`src/hdl/dq_pkg.sv`:
```
// Package with the shared types and constants of the double-ended queue.
package dq_pkg;

  localparam int unsigned DefaultDepth = 16;
  localparam int unsigned DataW        = 32;
  localparam int unsigned CountW       = 5;

  typedef enum logic [1:0] {
    OP_PUSH_FRONT = 2'd0,
    OP_PUSH_BACK  = 2'd1,
    OP_POP_FRONT  = 2'd2,
    OP_POP_BACK   = 2'd3
  } op_e;

  typedef enum logic [1:0] {
    STAT_DONE  = 2'd0,
    STAT_EMPTY = 2'd1,
    STAT_FULL  = 2'd2
  } status_e;

  typedef struct packed {
    logic             en;
    op_e              op;
    logic [DataW-1:0] data;
  } cmd_t;

endpackage

```
`src/hdl/double_ended_queue.sv`:
```
// Top level of the double-ended queue built as a row of shifting cells.
//
// The input channel (in_valid_i, in_ready_o) carries one operation per beat:
// push front, push back, pop front or pop back, with push_value_i used by
// pushes. The output channel (out_valid_o, out_ready_i) returns one beat per
// operation with the popped value, a status, the front and rear values, the
// entry count and an empty flag, all taken after the operation.
// The entries live in DEPTH cells; cell 0 holds the front. A push at the front
// or a pop at the front shifts the whole row by one cell, while a push at the
// back fills only the first free cell and a pop at the back clears only the
// last occupied cell. A result is held in the pending registers first and is
// then moved into the output register. One operation per cycle
// is sustained while the receiver keeps out_ready_i high; the rear value is
// an OR over all cells and sets the longest path.
// When the receiver stalls, the output register holds its beat and at most
// one more operation is executed and parked; then in_ready_o falls.
// Reset empties the queue and the output register; the cell contents are not
// cleared, as only occupied cells are ever read.
module double_ended_queue #(
  parameter int unsigned DEPTH = dq_pkg::DefaultDepth
) (
  input  logic                      clk_i,
  input  logic                      rst_ni,
  input  logic                      in_valid_i,
  output logic                      in_ready_o,
  input  logic [1:0]                func_i,
  input  logic signed [31:0]        push_value_i,
  output logic                      out_valid_o,
  input  logic                      out_ready_i,
  output logic signed [31:0]        popped_value_o,
  output logic [1:0]                status_o,
  output logic signed [31:0]        front_value_o,
  output logic signed [31:0]        rear_value_o,
  output logic [4:0]                entry_count_o,
  output logic                      is_empty_o
);

  localparam int unsigned CntW = $clog2(DEPTH + 1);

  logic [CntW-1:0]          cnt_q, cnt_d;
  logic                     busy_q, busy_d;
  logic                     out_valid_q, out_valid_d;
  logic [dq_pkg::DataW-1:0] pend_popped_q, pend_popped_d;
  dq_pkg::status_e          pend_status_q, pend_status_d;

  logic [dq_pkg::DataW-1:0] popped_q, front_q, rear_q;
  dq_pkg::status_e          status_q;
  logic [CntW-1:0]          out_cnt_q;

  logic [DEPTH-1:0]                     cell_valid;
  logic [DEPTH-1:0][dq_pkg::DataW-1:0]  cell_value;
  logic [DEPTH-1:0][dq_pkg::DataW-1:0]  cell_tail;
  logic [dq_pkg::DataW-1:0]             rear_val, front_val;
  logic [CntW+4:0]                      cnt_wide;

  dq_pkg::op_e  op;
  dq_pkg::cmd_t cmd;
  logic         in_acc, is_push, full, empty, do_push, do_pop, out_free, snap;

  assign op       = dq_pkg::op_e'(func_i);
  assign in_acc   = in_valid_i && in_ready_o;
  assign is_push  = (op == dq_pkg::OP_PUSH_FRONT) || (op == dq_pkg::OP_PUSH_BACK);
  assign full     = (cnt_q == CntW'(DEPTH));
  assign empty    = (cnt_q == '0);
  assign do_push  = is_push && !full;
  assign do_pop   = !is_push && !empty;
  assign out_free = !out_valid_q || out_ready_i;
  assign snap     = busy_q && out_free;
  assign in_ready_o = !busy_q || out_free;

  assign cmd.en   = in_acc && (do_push || do_pop);
  assign cmd.op   = op;
  assign cmd.data = push_value_i;

  for (genvar i = 0; i < DEPTH; i++) begin : g_cell
    logic                     lv, rv;
    logic [dq_pkg::DataW-1:0] lval, rval;
    if (i == 0) begin : g_first
      assign lv   = 1'b1;
      assign lval = push_value_i;
    end else begin : g_mid_l
      assign lv   = cell_valid[i-1];
      assign lval = cell_value[i-1];
    end
    if (i == DEPTH - 1) begin : g_last
      assign rv   = 1'b0;
      assign rval = '0;
    end else begin : g_mid_r
      assign rv   = cell_valid[i+1];
      assign rval = cell_value[i+1];
    end
    dq_cell u_cell (
      .clk_i        (clk_i),
      .rst_ni       (rst_ni),
      .cmd_i        (cmd),
      .left_valid_i (lv),
      .left_value_i (lval),
      .right_valid_i(rv),
      .right_value_i(rval),
      .valid_o      (cell_valid[i]),
      .value_o      (cell_value[i]),
      .tail_o       (cell_tail[i])
    );
  end

  always_comb begin
    rear_val = '0;
    for (int unsigned i = 0; i < DEPTH; i++) begin
      rear_val = rear_val | cell_tail[i];
    end
  end

  assign front_val = cell_valid[0] ? cell_value[0] : '0;

  always_comb begin
    cnt_d         = cnt_q;
    busy_d        = busy_q;
    pend_popped_d = pend_popped_q;
    pend_status_d = pend_status_q;
    if (snap) begin
      busy_d = 1'b0;
    end
    if (in_acc) begin
      busy_d = 1'b1;
      if (is_push) begin
        pend_popped_d = '0;
        pend_status_d = full ? dq_pkg::STAT_FULL : dq_pkg::STAT_DONE;
        if (!full) begin
          cnt_d = cnt_q + CntW'(1);
        end
      end else if (empty) begin
        pend_popped_d = '1;
        pend_status_d = dq_pkg::STAT_EMPTY;
      end else begin
        pend_popped_d = (op == dq_pkg::OP_POP_FRONT) ? front_val : rear_val;
        pend_status_d = dq_pkg::STAT_DONE;
        cnt_d         = cnt_q - CntW'(1);
      end
    end
  end

  always_comb begin
    out_valid_d = out_valid_q;
    if (snap) begin
      out_valid_d = 1'b1;
    end else if (out_ready_i) begin
      out_valid_d = 1'b0;
    end
  end

  always_ff @(posedge clk_i or negedge rst_ni) begin
    if (!rst_ni) begin
      cnt_q       <= '0;
      busy_q      <= 1'b0;
      out_valid_q <= 1'b0;
    end else begin
      cnt_q       <= cnt_d;
      busy_q      <= busy_d;
      out_valid_q <= out_valid_d;
    end
  end

  always_ff @(posedge clk_i) begin
    pend_popped_q <= pend_popped_d;
    pend_status_q <= pend_status_d;
    if (snap) begin
      popped_q  <= pend_popped_q;
      status_q  <= pend_status_q;
      front_q   <= front_val;
      rear_q    <= rear_val;
      out_cnt_q <= cnt_q;
    end
  end

  assign cnt_wide       = {5'b0, out_cnt_q};
  assign out_valid_o    = out_valid_q;
  assign popped_value_o = popped_q;
  assign status_o       = status_q;
  assign front_value_o  = front_q;
  assign rear_value_o   = rear_q;
  assign entry_count_o  = cnt_wide[4:0];
  assign is_empty_o     = (out_cnt_q == '0);

`ifndef SYNTHESIS
  a_count_matches_cells: assert property (@(posedge clk_i) disable iff (!rst_ni)
    $countones(cell_valid) == int'(cnt_q))
    else $error("entry count differs from the number of occupied cells");

  a_front_cell_occupied: assert property (@(posedge clk_i) disable iff (!rst_ni)
    cell_valid[0] == (cnt_q != '0))
    else $error("front cell occupancy disagrees with the entry count");

  a_count_bounded: assert property (@(posedge clk_i) disable iff (!rst_ni)
    cnt_q <= CntW'(DEPTH))
    else $error("entry count exceeds the queue depth");

  a_accept_sets_busy: assert property (@(posedge clk_i) disable iff (!rst_ni)
    in_acc |=> busy_q)
    else $error("accepted beat left no pending result");

  a_snap_fills_output: assert property (@(posedge clk_i) disable iff (!rst_ni)
    snap |=> out_valid_q)
    else $error("pending result was not moved to the output register");
`endif

endmodule

```
`src/hdl/dq_cell.sv`:
```
// One storage cell of the queue, which shifts with its neighbors.
module dq_cell (
  input  logic                     clk_i,
  input  logic                     rst_ni,
  input  dq_pkg::cmd_t             cmd_i,
  input  logic                     left_valid_i,
  input  logic [dq_pkg::DataW-1:0] left_value_i,
  input  logic                     right_valid_i,
  input  logic [dq_pkg::DataW-1:0] right_value_i,
  output logic                     valid_o,
  output logic [dq_pkg::DataW-1:0] value_o,
  output logic [dq_pkg::DataW-1:0] tail_o
);

  logic                     valid_q, valid_d;
  logic [dq_pkg::DataW-1:0] value_q, value_d;

  always_comb begin
    valid_d = valid_q;
    value_d = value_q;
    if (cmd_i.en) begin
      case (cmd_i.op)
        dq_pkg::OP_PUSH_FRONT: begin
          valid_d = left_valid_i;
          value_d = left_value_i;
        end
        dq_pkg::OP_PUSH_BACK: begin
          if (!valid_q && left_valid_i) begin
            valid_d = 1'b1;
            value_d = cmd_i.data;
          end
        end
        dq_pkg::OP_POP_FRONT: begin
          valid_d = right_valid_i;
          value_d = right_value_i;
        end
        default: begin
          if (valid_q && !right_valid_i) begin
            valid_d = 1'b0;
          end
        end
      endcase
    end
  end

  always_ff @(posedge clk_i or negedge rst_ni) begin
    if (!rst_ni) begin
      valid_q <= 1'b0;
    end else begin
      valid_q <= valid_d;
    end
  end

  always_ff @(posedge clk_i) begin
    value_q <= value_d;
  end

  assign valid_o = valid_q;
  assign value_o = value_q;
  assign tail_o  = (valid_q && !right_valid_i) ? value_q : '0;

endmodule
```
`config.mk`:
```
export PLATFORM = sky130hd
export DESIGN_NAME = double_ended_queue
export DESIGN_NICKNAME = d
export VERILOG_FILES = /design/src/hdl/dq_pkg.sv /design/src/hdl/double_ended_queue.sv /design/src/hdl/dq_cell.sv
export SDC_FILE = /design/constraint.sdc
export NUM_CORES = 1
export LEC_CHECK = 0
export BUFFER_PORTS_ARGS = -buffer_cell sky130_fd_sc_hd__buf_2
export CAP_MARGIN = 25
export CORE_MARGIN = 3
export CORE_UTILIZATION = 48
export CTS_CLUSTER_DIAMETER = 30
export DETAILED_ROUTE_END_ITERATION = 8
export GPL_ROUTABILITY_DRIVEN = 1
export PLACE_DENSITY = 0.68
export SYNTH_ARGS = -nofsm -noshare
export SYNTH_HDL_FRONTEND = slang
export SYNTH_HIERARCHICAL = 1
export SYNTH_SLANG_ARGS = --single-unit
```
`constraint.sdc`:
```
create_clock -name clk_i -period 8.05 [get_ports clk_i]
set_clock_uncertainty 0.2 [all_clocks]
set_input_delay 0 -clock clk_i [delete_from_list [all_inputs] [get_ports clk_i]]
set_output_delay 0 -clock clk_i [all_outputs]
set_load 0.02 [all_outputs]
```
# Word level (Yosys, flattened, before mapping)
# Cells that the tools add are included.
totals:
  wordCells: 286
  input_bits: 38
  out_inout_bits: 106
  regBits: 672
classes:
  reduce_logical: 99
  add_sub_neg: 2
  n_eq_ne: 21
  muxes: 107
  bitwise: 15
op_table:
  columns: ["operator", "n"]
  rows:
  - ["32-bit case mux with 3 select lines", 16]
  - ["32-bit two-way mux", 35]
  - ["32-bit OR", 15]
  - ["3-bit AND reduction", 31]
  - ["4-bit nonzero test", 14]
  - ["1-bit case mux with 3 select lines", 14]
  - ["1-bit two-way mux", 35]
  - ["2-bit by 1-bit != test with 1-bit output, second input constant", 15]
  - ["1-bit logical AND", 20]
  - ["1-bit logical NOT", 20]
  - ["5-bit two-way mux", 3]
  - ["5-bit logical NOT", 2]
  - ["2-bit != test, second input constant", 3]
  - ["3-bit nonzero test", 2]
  - ["5-bit by 1-bit adder with 5-bit output, second input constant", 1]
  - ["5-bit == test, second input constant", 1]
  - ["5-bit by 1-bit subtractor with 5-bit output, second input constant", 1]
  - ["1-bit logical OR", 4]
  - ["2-bit two-way mux", 2]
  - ["1-bit case mux with 2 select lines", 2]
  - ["2-bit AND reduction", 2]
  - ["2-bit nonzero test", 2]
  - ["2-bit by 1-bit == test with 1-bit output, second input constant", 1]
  - ["2-bit == test, second input constant", 1]
  - ["2 further kinds", 2]

# Longest topological paths before layout
# Gate-level depths: netlist of the first run.
logic_depth:
  depth_word: 20
  depth_mapped: 8
  depth_no_buf: 6

# Cells and area by module
# Netlist of the first run, hierarchy kept.
by_module_without_submodules:
  columns: ["module", "instances", "cells_each", "area_per_inst_um2"]
  rows:
  - ["dq_cell (g_cell[0].u_cell ...)", 14, 194, 1933.1]
  - ["double_ended_queue", 1, 465, 6366.1]
  - ["dq_cell (g_cell[8].u_cell ...)", 2, 194, 1926.8]

# Least setup slack after synthesis of the first run
# Ideal clock, no wire load.
synth_path:
  kind: "register to register"
  startpoint: "register out_valid_q (netlist: out_valid_o)"
  endpoint: "register g_cell[0].u_cell.value_q (netlist bit g_cell[0].u_cell/value_o[0]), enable pin"
  required_ps: 7416
  n_path_buf: 1
  path_stages_with_launch: 7
  setup_time_ps: 434
  t_arrival_ps: 3277
  period_less_slack_ps: 3911
  path_slack_ps: 4139
  path_cell_list: "dfrtp_1 nand3b_1 o211ai_2 buf_4 inv_1 nand2b_1 a21oi_1"
synth_rtl:
  columns: ["element", "line", "rtl"]
  rows:
  - ["start, declared", "double_ended_queue.sv:42", "logic out_valid_q, out_valid_d;"]
  - ["start signal, assigned", "double_ended_queue.sv:159", "out_valid_q <= out_valid_d;"]
  - ["end signal, assigned", "dq_cell.sv:55", "value_q <= value_d;"]
  - ["end, declared", "dq_cell.sv:16", "logic [dq_pkg::DataW-1:0] value_q, value_d;"]

==> run_summary.xml, run 1 <==
<?xml version="1.0" encoding="UTF-8"?>
<metrics>
  <group name="status">
    <metric name="status" unit="">finished clean</metric>
  </group>
  <group name="sta">
    <metric name="rsz_0062_raised_after_global_routing" unit="">false</metric>
    <metric name="setup-violations-final" unit="">0</metric>
    <metric name="finalCriticalPeriod" unit="ns">3.22</metric>
    <metric name="rel_slew_slack" unit="">0.160</metric>
    <metric name="timing.final.max_slew_violations" unit="">0</metric>
    <metric name="timing.fmax" unit="MHz">310</metric>
    <metric name="tightest_slew" unit="ns">1.25</metric>
    <metric name="setup-tns-final" unit="ns">0</metric>
    <metric name="worst_slack" unit="ns">4.83</metric>
    <metric name="share_of_the_clock_period_used_by_the_worst_path_after_layout" unit="">0.400</metric>
    <metric name="final-hold-violation-count" unit="">0</metric>
  </group>
  <group name="cts">
    <metric name="cts_root_buf" unit="">sky130_fd_sc_hd__clkbuf_16</metric>
    <metric name="cts.htree.levels" unit="">4</metric>
    <metric name="cts.repair_timing.setup_buffer_count" unit="">0</metric>
    <metric name="cts_tree" unit="">yes</metric>
    <metric name="worstSkewPairLatency" unit="ns">0.71</metric>
    <metric name="cts_buf_count" unit="">147</metric>
    <metric name="cts.clk_slew.worst_paths" unit="ns">0.05</metric>
    <metric name="max-clock-path-buffers" unit="">3</metric>
    <metric name="clock_sink_count" unit="">672</metric>
    <metric name="cts.repair.resized" unit="">0</metric>
  </group>
  <group name="grt">
    <metric name="first_global_vias" unit="">27300</metric>
    <metric name="wire_length_of_the_first_global_routing_pass" unit="um">159000</metric>
    <metric name="grt_max_degree" unit="">73</metric>
    <metric name="number_of_antenna_violations_at_the_first_check_in_global_routing" unit="">0</metric>
    <metric name="grt_usage" unit="">0.248</metric>
    <metric name="grt_overflow_total" unit="">0</metric>
  </group>
  <group name="floorplanning">
    <metric name="boundaryPins" unit="">144</metric>
    <metric name="design.core.area" unit="um^2">76500</metric>
    <metric name="die_height" unit="um">285</metric>
    <metric name="die_area" unit="um^2">81100</metric>
    <metric name="num_rows" unit="">101</metric>
    <metric name="die_wd" unit="um">285</metric>
    <metric name="floorplan.initialDensity" unit="">0.488</metric>
  </group>
  <group name="worst_setup_path">
    <metric name="cp_data_arrival_time" unit="ns">3.47</metric>
    <metric name="worstSetupStartpointType" unit="">flop</metric>
    <metric name="worst_ep_required_time" unit="ns">8.29</metric>
    <metric name="timing.critical_path.from" unit="">g_cell[13].u_cell/valid_o$_DFFE_PN0P_</metric>
    <metric name="critPathCaptureType" unit="">flop</metric>
    <metric name="worstSetupPathType" unit="">flop to flop</metric>
    <metric name="regToRegStartpoint" unit="">g_cell[13].u_cell/valid_o$_DFFE_PN0P_</metric>
    <metric name="worst_r2r_endpoint" unit="">pend_popped_q[14]$_SDFFCE_PN0P_</metric>
    <metric name="worst_setup_path_endpoint" unit="">pend_popped_q[14]$_SDFFCE_PN0P_</metric>
    <metric name="r2r_slack" unit="ns">4.83</metric>
    <metric name="reg2regPathDepth" unit="">6</metric>
    <metric name="cp_max_fo" unit="">32</metric>
  </group>
  <group name="layout">
    <metric name="layout.filler_cells" unit="">6205</metric>
    <metric name="layout.nets" unit="">3840</metric>
    <metric name="seq_area" unit="um^2">20100</metric>
    <metric name="area_growth_syn_to_layout" unit="%">19.8</metric>
    <metric name="multi_input_area" unit="um^2">15800</metric>
    <metric name="layout-drive-gt1-share" unit="">0.132</metric>
    <metric name="num_antenna_cells" unit="">0</metric>
  </group>
  <group name="power_and_ir_drop">
    <metric name="power.leakage" unit="nW">16.1</metric>
    <metric name="peakVddDrop" unit="mV">0.214</metric>
    <metric name="power_per_cell_area" unit="nW/um^2">325</metric>
  </group>
  <group name="min_path">
    <metric name="worst_hold_path.num_cells" unit="">5</metric>
    <metric name="min_path_type" unit="">input port to flop</metric>
  </group>
  <group name="route">
    <metric name="post_drt_wl_per_cell" unit="um">20.9</metric>
    <metric name="detailedRoute.firstIterationViolations" unit="">3727</metric>
    <metric name="vias" unit="">28900</metric>
    <metric name="routed_wirelength" unit="um">102000</metric>
    <metric name="routed_via_density" unit="">5.95</metric>
    <metric name="post_route_drc_violation_count" unit="">0</metric>
    <metric name="final_antenna_net_count" unit="">0</metric>
    <metric name="drt_pass_1_iters" unit="">6</metric>
  </group>
  <group name="logic_synthesis">
    <metric name="ys_seq_area_frac" unit="">0.538</metric>
    <metric name="ys_warns" unit="">6</metric>
    <metric name="synthArstFlopShare" unit="">0.0342</metric>
    <metric name="synth.lib_cells_used.distinct" unit="">45</metric>
    <metric name="synth_enable_flop_cells" unit="">649</metric>
    <metric name="syn_area_per_cell" unit="um^2">10.4</metric>
    <metric name="synthFlopType" unit="">sky130_fd_sc_hd__edfxtp_1</metric>
    <metric name="netlist_instances" unit="">3569</metric>
    <metric name="postSynthRegisterBits" unit="">672</metric>
    <metric name="synthDominantCellAreaShare" unit="">0.523</metric>
    <metric name="ys_top_cells_by_area" unit="">sky130_fd_sc_hd__edfxtp_1 (52%), sky130_fd_sc_hd__a22oi_1 (10%), sky130_fd_sc_hd__and2_1 (9.2%), sky130_fd_sc_hd__a21oi_1 (7.1%), sky130_fd_sc_hd__nor2_1 (5.4%)</metric>
    <metric name="synth_area" unit="um^2">37300</metric>
    <metric name="post-synth-top-area-cell" unit="">sky130_fd_sc_hd__edfxtp_1</metric>
  </group>
  <group name="place">
    <metric name="placement.io_buffers" unit="">143</metric>
    <metric name="hpwl" unit="um">74100</metric>
    <metric name="pre_cts_ws" unit="ns">4.92</metric>
    <metric name="final_replace_weighted_congestion" unit="">0.812</metric>
  </group>
  <group name="run">
    <metric name="maxCapViolCount" unit="">0</metric>
  </group>
</metrics>
[routing by layer]
metal,vias to the layer above,GRT usage,wire (um),part of all wire
met3,111,0.0559,12300,0.12
met5,-,0,0,0
li1,13600,-,-,-
met2,1578,0.354,42500,0.42
met1,13700,0.383,45900,0.45
met4,0,0.0527,1220,0.012
[worst max-delay path, stage by stage (launching register included)]
cell                      delay [ns]
sky130_fd_sc_hd__dfrtp_1        0.55
sky130_fd_sc_hd__nor2b_4        0.21
sky130_fd_sc_hd__and2_1         0.21
sky130_fd_sc_hd__nor4_1         1.03
sky130_fd_sc_hd__nand4_1        0.47
sky130_fd_sc_hd__o22ai_1        0.24
sky130_fd_sc_hd__nor2_1         0.05
[sequential cells by signal (all words and copies together), names as in the netlist]
register / count
rear_value_o: 32
busy_q: 1
pend_popped_q: 32
g_cell.u_cell/value_o: 512
front_value_o: 32
g_cell.u_cell/valid_o: 16
pend_status_q: 2
out_valid_o: 1
entry_count_o: 5
popped_value_o: 32
cnt_q: 5
status_o: 2
[how the worst min path moves through the flow]
stage                                                          to  startpoint
final                     g_cell[10].u_cell/value_o[26]$_DFFE_PP_   func_i[1]
after global routing      g_cell[10].u_cell/value_o[26]$_DFFE_PP_   func_i[1]
after CTS                   g_cell[11].u_cell/valid_o$_DFFE_PN0P_   func_i[1]
after detailed placement    g_cell[15].u_cell/valid_o$_DFFE_PN0P_      rst_ni
after global placement      g_cell[15].u_cell/valid_o$_DFFE_PN0P_      rst_ni
after floorplan                                busy_q$_DFFE_PN0P_      rst_ni
[cell type report]
| cell class | count | area share |
|---|---|---|
| clock inverters | 99 | 0.0264 |
| inverters | 69 | 0.00580 |
| clock buffers | 170 | 0.0862 |
| well taps | 1030 | 0.0289 |
| multi-input cells | 2576 | 0.353 |
| repair buffers | 252 | 0.0502 |
| flip-flops and latches | 672 | 0.449 |
[Yosys cell counts (2+ instances only)]
master	n
sky130_fd_sc_hd__dfrtp_1	23
sky130_fd_sc_hd__a221o_1	16
sky130_fd_sc_hd__nand2_1	5
sky130_fd_sc_hd__buf_4	17
sky130_fd_sc_hd__ha_1	83
sky130_fd_sc_hd__nor2b_4	16
sky130_fd_sc_hd__o21ai_0	3
sky130_fd_sc_hd__o21ai_4	2
sky130_fd_sc_hd__nor2_2	10
sky130_fd_sc_hd__inv_1	69
sky130_fd_sc_hd__nor4_1	128
sky130_fd_sc_hd__xnor2_1	2
sky130_fd_sc_hd__or4_1	2
sky130_fd_sc_hd__xor2_1	2
sky130_fd_sc_hd__buf_2	188
sky130_fd_sc_hd__nor2_1	537
sky130_fd_sc_hd__a21oi_1	531
sky130_fd_sc_hd__conb_1	2
sky130_fd_sc_hd__nand4_1	32
sky130_fd_sc_hd__nand2b_1	36
sky130_fd_sc_hd__a22oi_1	512
sky130_fd_sc_hd__clkbuf_1	60
sky130_fd_sc_hd__buf_6	19
sky130_fd_sc_hd__and2_1	546
sky130_fd_sc_hd__o22ai_2	10
sky130_fd_sc_hd__edfxtp_1	649
sky130_fd_sc_hd__o22ai_1	21
sky130_fd_sc_hd__a22o_1	16
sky130_fd_sc_hd__o311ai_1	16
[what timing repair did]
action | in CTS | in global routing
endpoints found under the setup margin | 0 | 0
endpoints found under the hold margin | 610 | 0
hold buffers | 41 | 0
[cell families (layout without fill, tap and decap cells)]
kind of cell / after synthesis / in the layout / share of synthesized area
compound gates: 1132 / 1132 / 0.196
xor+xnor: 4 / 4 / 0.000940
fa+ha+maj: 84 / 84 / 0.0284
buf+inv: 356 / 590 / 0.0483
flops: 672 / 672 / 0.538
other cells: 2 / 37 / 0.000201
simple gates: 1319 / 1319 / 0.189
[per-stage QoR]
step | cell area [um^2] | utilization | total power, mW | hold WS (ns) | cells
3_3_place_gp | 38200 | 0.500 | 8.18 | -0.145 | 4506
6_report | 44700 | 0.584 | 14.5 | 0.0645 | 4868
4_1_cts | 44100 | 0.577 | 14.4 | 0.0397 | 4839
5_1_grt | 44700 | 0.584 | 15.1 | 0.0871 | 4868
2_1_floorplan | 37400 | - | 7.14 | -0.496 | 3604
3_5_place_dp | 38700 | 0.506 | 8.30 | -0.128 | 4529
[power by group]
part / internal, mW / leakage, nW / switching, mW
Clock: 4.17 / 2.43 / 1.89
Combinational: 1.20 / 7.28 / 2.19
Sequential: 4.61 / 6.40 / 0.439
[cell usage in the layout, fill, tap and decap left out, types with 67 or more instances in the layout]
master                        n
sky130_fd_sc_hd__a21oi_1    515
sky130_fd_sc_hd__a22oi_1    512
sky130_fd_sc_hd__and2_1     545
sky130_fd_sc_hd__buf_2      145
sky130_fd_sc_hd__clkbuf_16  151
sky130_fd_sc_hd__edfxtp_1   649
sky130_fd_sc_hd__ha_1        67
sky130_fd_sc_hd__inv_1       69
sky130_fd_sc_hd__nor2_1     537
sky130_fd_sc_hd__nor4_1     128
(Power assumes the default switching activity.)
==> inputs of run 2 (changes only) <==
Clock period 8.05 ns to 3.1 ns, I/O delays scaled along.
==> run_summary.xml, run 2 (synthesis gave the netlist of run 1 again) <==
<?xml version="1.0" encoding="UTF-8"?>
<metrics>
  <group name="worst_setup_path">
    <metric name="r2r_slack" unit="ns">0.08</metric>
    <metric name="worst-path-stages" unit="">6</metric>
    <metric name="cp.buffers_inverters" unit="">0</metric>
    <metric name="cell_with_the_largest_stage_delay_on_the_worst_path" unit="">sky130_fd_sc_hd__nor4_1</metric>
    <metric name="cp_data_arrival_time" unit="ns">3.25</metric>
    <metric name="worst_ep_required_time" unit="ns">3.33</metric>
    <metric name="worstSetupPathType" unit="">flop to flop</metric>
    <metric name="worst_r2r_endpoint" unit="">pend_popped_q[28]$_SDFFCE_PN0P_</metric>
    <metric name="worst_path_dominant_cell_family" unit="">simple AND/OR/NAND/NOR gates</metric>
    <metric name="reg2regPathDepth" unit="">6</metric>
    <metric name="critical_path.max_stage_delay" unit="ns">0.85</metric>
    <metric name="critical_path.cell_chain" unit="">nor2b_4 -&gt; and2_1 -&gt; nor4_1 -&gt; nand4_1 -&gt; o22ai_1 -&gt; nor2_1</metric>
    <metric name="regToRegStartpoint" unit="">g_cell[11].u_cell/valid_o$_DFFE_PN0P_</metric>
    <metric name="critPathCaptureType" unit="">flop</metric>
    <metric name="cp_max_fo" unit="">32</metric>
    <metric name="worstSetupStartpointType" unit="">flop</metric>
  </group>
  <group name="layout">
    <metric name="layout.cells.most_common" unit="">sky130_fd_sc_hd__edfxtp_1</metric>
    <metric name="layout_common_cells" unit="">sky130_fd_sc_hd__edfxtp_1 (649), sky130_fd_sc_hd__and2_1 (545), sky130_fd_sc_hd__nor2_1 (537), sky130_fd_sc_hd__a21oi_1 (515), sky130_fd_sc_hd__a22oi_1 (512)</metric>
    <metric name="layout.nets" unit="">3873</metric>
    <metric name="layout-drive-gt1-share" unit="">0.141</metric>
    <metric name="final_core_utilization" unit="">0.579</metric>
    <metric name="area_growth_syn_to_layout" unit="%">18.8</metric>
    <metric name="max_ffs_per_register" unit="">512</metric>
  </group>
  <group name="power_and_ir_drop">
    <metric name="report.power.total" unit="mW">36.6</metric>
    <metric name="power_per_cell_area" unit="nW/um^2">828</metric>
    <metric name="power.leakage" unit="nW">16.0</metric>
    <metric name="peakVddDrop" unit="mV">0.471</metric>
  </group>
  <group name="cts">
    <metric name="cts_buf_count" unit="">137</metric>
    <metric name="cts.htree.levels" unit="">4</metric>
    <metric name="cts.repair.resized" unit="">0</metric>
    <metric name="clock_sink_count" unit="">672</metric>
    <metric name="cts_tree" unit="">yes</metric>
    <metric name="cts_root_buf" unit="">sky130_fd_sc_hd__clkbuf_16</metric>
    <metric name="max-clock-path-buffers" unit="">3</metric>
    <metric name="worstSkewPairLatency" unit="ns">0.71</metric>
    <metric name="cts.clk_slew.worst_paths" unit="ns">0.05</metric>
    <metric name="cts.repair_timing.setup_buffer_count" unit="">0</metric>
  </group>
  <group name="sta">
    <metric name="rel_slew_slack" unit="">0.255</metric>
    <metric name="setup-tns-final" unit="ns">0</metric>
    <metric name="finalCriticalPeriod" unit="ns">3.02</metric>
    <metric name="setup-violations-final" unit="">0</metric>
    <metric name="tightest_slew" unit="ns">1.11</metric>
    <metric name="final-hold-violation-count" unit="">0</metric>
    <metric name="rsz_0062_raised_after_global_routing" unit="">false</metric>
    <metric name="timing.fmax" unit="MHz">331</metric>
    <metric name="timing.final.max_slew_violations" unit="">0</metric>
    <metric name="worst_slack" unit="ns">0.0829</metric>
    <metric name="share_of_the_clock_period_used_by_the_worst_path_after_layout" unit="">0.973</metric>
  </group>
  <group name="place">
    <metric name="pre_cts_ws" unit="ns">0.253</metric>
    <metric name="placement.io_buffers" unit="">143</metric>
    <metric name="hpwl" unit="um">73700</metric>
    <metric name="final_replace_weighted_congestion" unit="">0.871</metric>
  </group>
  <group name="route">
    <metric name="routed_wirelength" unit="um">101000</metric>
    <metric name="routed_via_density" unit="">5.92</metric>
    <metric name="final_antenna_net_count" unit="">0</metric>
    <metric name="post_route_drc_violation_count" unit="">0</metric>
    <metric name="post_drt_wl_per_cell" unit="um">20.5</metric>
    <metric name="detailedRoute.firstIterationViolations" unit="">3766</metric>
    <metric name="vias" unit="">29000</metric>
    <metric name="drt_pass_1_iters" unit="">6</metric>
  </group>
  <group name="grt">
    <metric name="wire_length_of_the_first_global_routing_pass" unit="um">158000</metric>
    <metric name="number_of_antenna_violations_at_the_first_check_in_global_routing" unit="">1</metric>
    <metric name="first_global_vias" unit="">27500</metric>
    <metric name="grt_overflow_total" unit="">0</metric>
    <metric name="grt_max_degree" unit="">65</metric>
    <metric name="grt_usage" unit="">0.242</metric>
  </group>
  <group name="floorplanning">
    <metric name="die_area" unit="um^2">81100</metric>
    <metric name="design.core.area" unit="um^2">76500</metric>
    <metric name="num_rows" unit="">101</metric>
    <metric name="die_wd" unit="um">285</metric>
    <metric name="boundaryPins" unit="">144</metric>
    <metric name="floorplan.initialDensity" unit="">0.488</metric>
    <metric name="die_height" unit="um">285</metric>
  </group>
  <group name="min_path">
    <metric name="hold_end" unit="">cnt_q[0]$_DFFE_PN0P_</metric>
    <metric name="worst_hold_path.num_cells" unit="">5</metric>
    <metric name="min_path_type" unit="">input port to flop</metric>
    <metric name="hold_start" unit="">in_valid_i</metric>
  </group>
  <group name="run">
    <metric name="maxCapViolCount" unit="">0</metric>
  </group>
  <group name="status">
    <metric name="status" unit="">finished clean</metric>
  </group>
</metrics>
run 2: area by class of cell:
class | count | area, um^2
Fill cell | 6265 | 32200
Sequential cell | 672 | 20100
Multi-Input combinational cell | 2576 | 15800
Clock buffer | 158 | 3530
Timing Repair Buffer | 295 | 2250
Tap cell | 1030 | 1290
Clock inverter | 95 | 1110
Inverter | 69 | 259
Antenna cell | 1 | 2.50
run 2: repair_timing:
item / 4_1_cts / 5_1_grt
endpoints found under the hold margin: 622 / 0
setup endpoints to repair: 0 / 0
hold buffers: 42 / 0
run 2: how the worst max path moves through the flow:
stage / endpoint / start / slack [ns]
2_1_floorplan: g_cell[0].u_cell/value_o[0]$_DFFE_PP_ / out_valid_o$_DFFE_PN0P_ / 0.18
3_3_place_gp: pend_popped_q[28]$_SDFFCE_PN0P_ / g_cell[11].u_cell/valid_o$_DFFE_PN0P_ / 0.29
3_5_place_dp: pend_popped_q[28]$_SDFFCE_PN0P_ / g_cell[11].u_cell/valid_o$_DFFE_PN0P_ / 0.25
4_1_cts: pend_popped_q[28]$_SDFFCE_PN0P_ / g_cell[11].u_cell/valid_o$_DFFE_PN0P_ / 0.24
5_1_grt: pend_popped_q[27]$_SDFFCE_PN0P_ / g_cell[11].u_cell/valid_o$_DFFE_PN0P_ / 0.02
6_report: pend_popped_q[28]$_SDFFCE_PN0P_ / g_cell[11].u_cell/valid_o$_DFFE_PN0P_ / 0.08
run 2: per-stage QoR:
stage / std cells / hold WS [ns] / cell area (um^2)
final: 4896 / 0.128 / 44300
after CTS: 4881 / 0.0770 / 44000
after global placement: 4580 / -0.148 / 38800
after detailed placement: 4586 / -0.142 / 38900
after floorplan: 3604 / -0.496 / 37600
after global routing: 4895 / 0.149 / 44300
run 2: tightest hold or removal path: cells and delay by family:
kind,cells,cell delay [ns]
buffers and inverters,3,0.86
AOI/OAI and AO/OA,1,0.07
xor gates and xnor gates,1,0.07
run 2: metal layers:
layer	share of wire	global-route usage	routed length, um	up-vias
met5	0.00013	0	13	-
li1	-	-	-	13700
met2	0.43	0.351	43100	1552
met1	0.45	0.370	45100	13700
met4	0.013	0.0557	1340	2
met3	0.11	0.0534	11100	109
run 2: report_power, final:
part	internal, mW	total, mW	switching [mW]
clock network	9.71	14.6	4.93
registers	12.0	13.1	1.08
logic	3.35	8.96	5.61
total	25.0	36.6	11.6
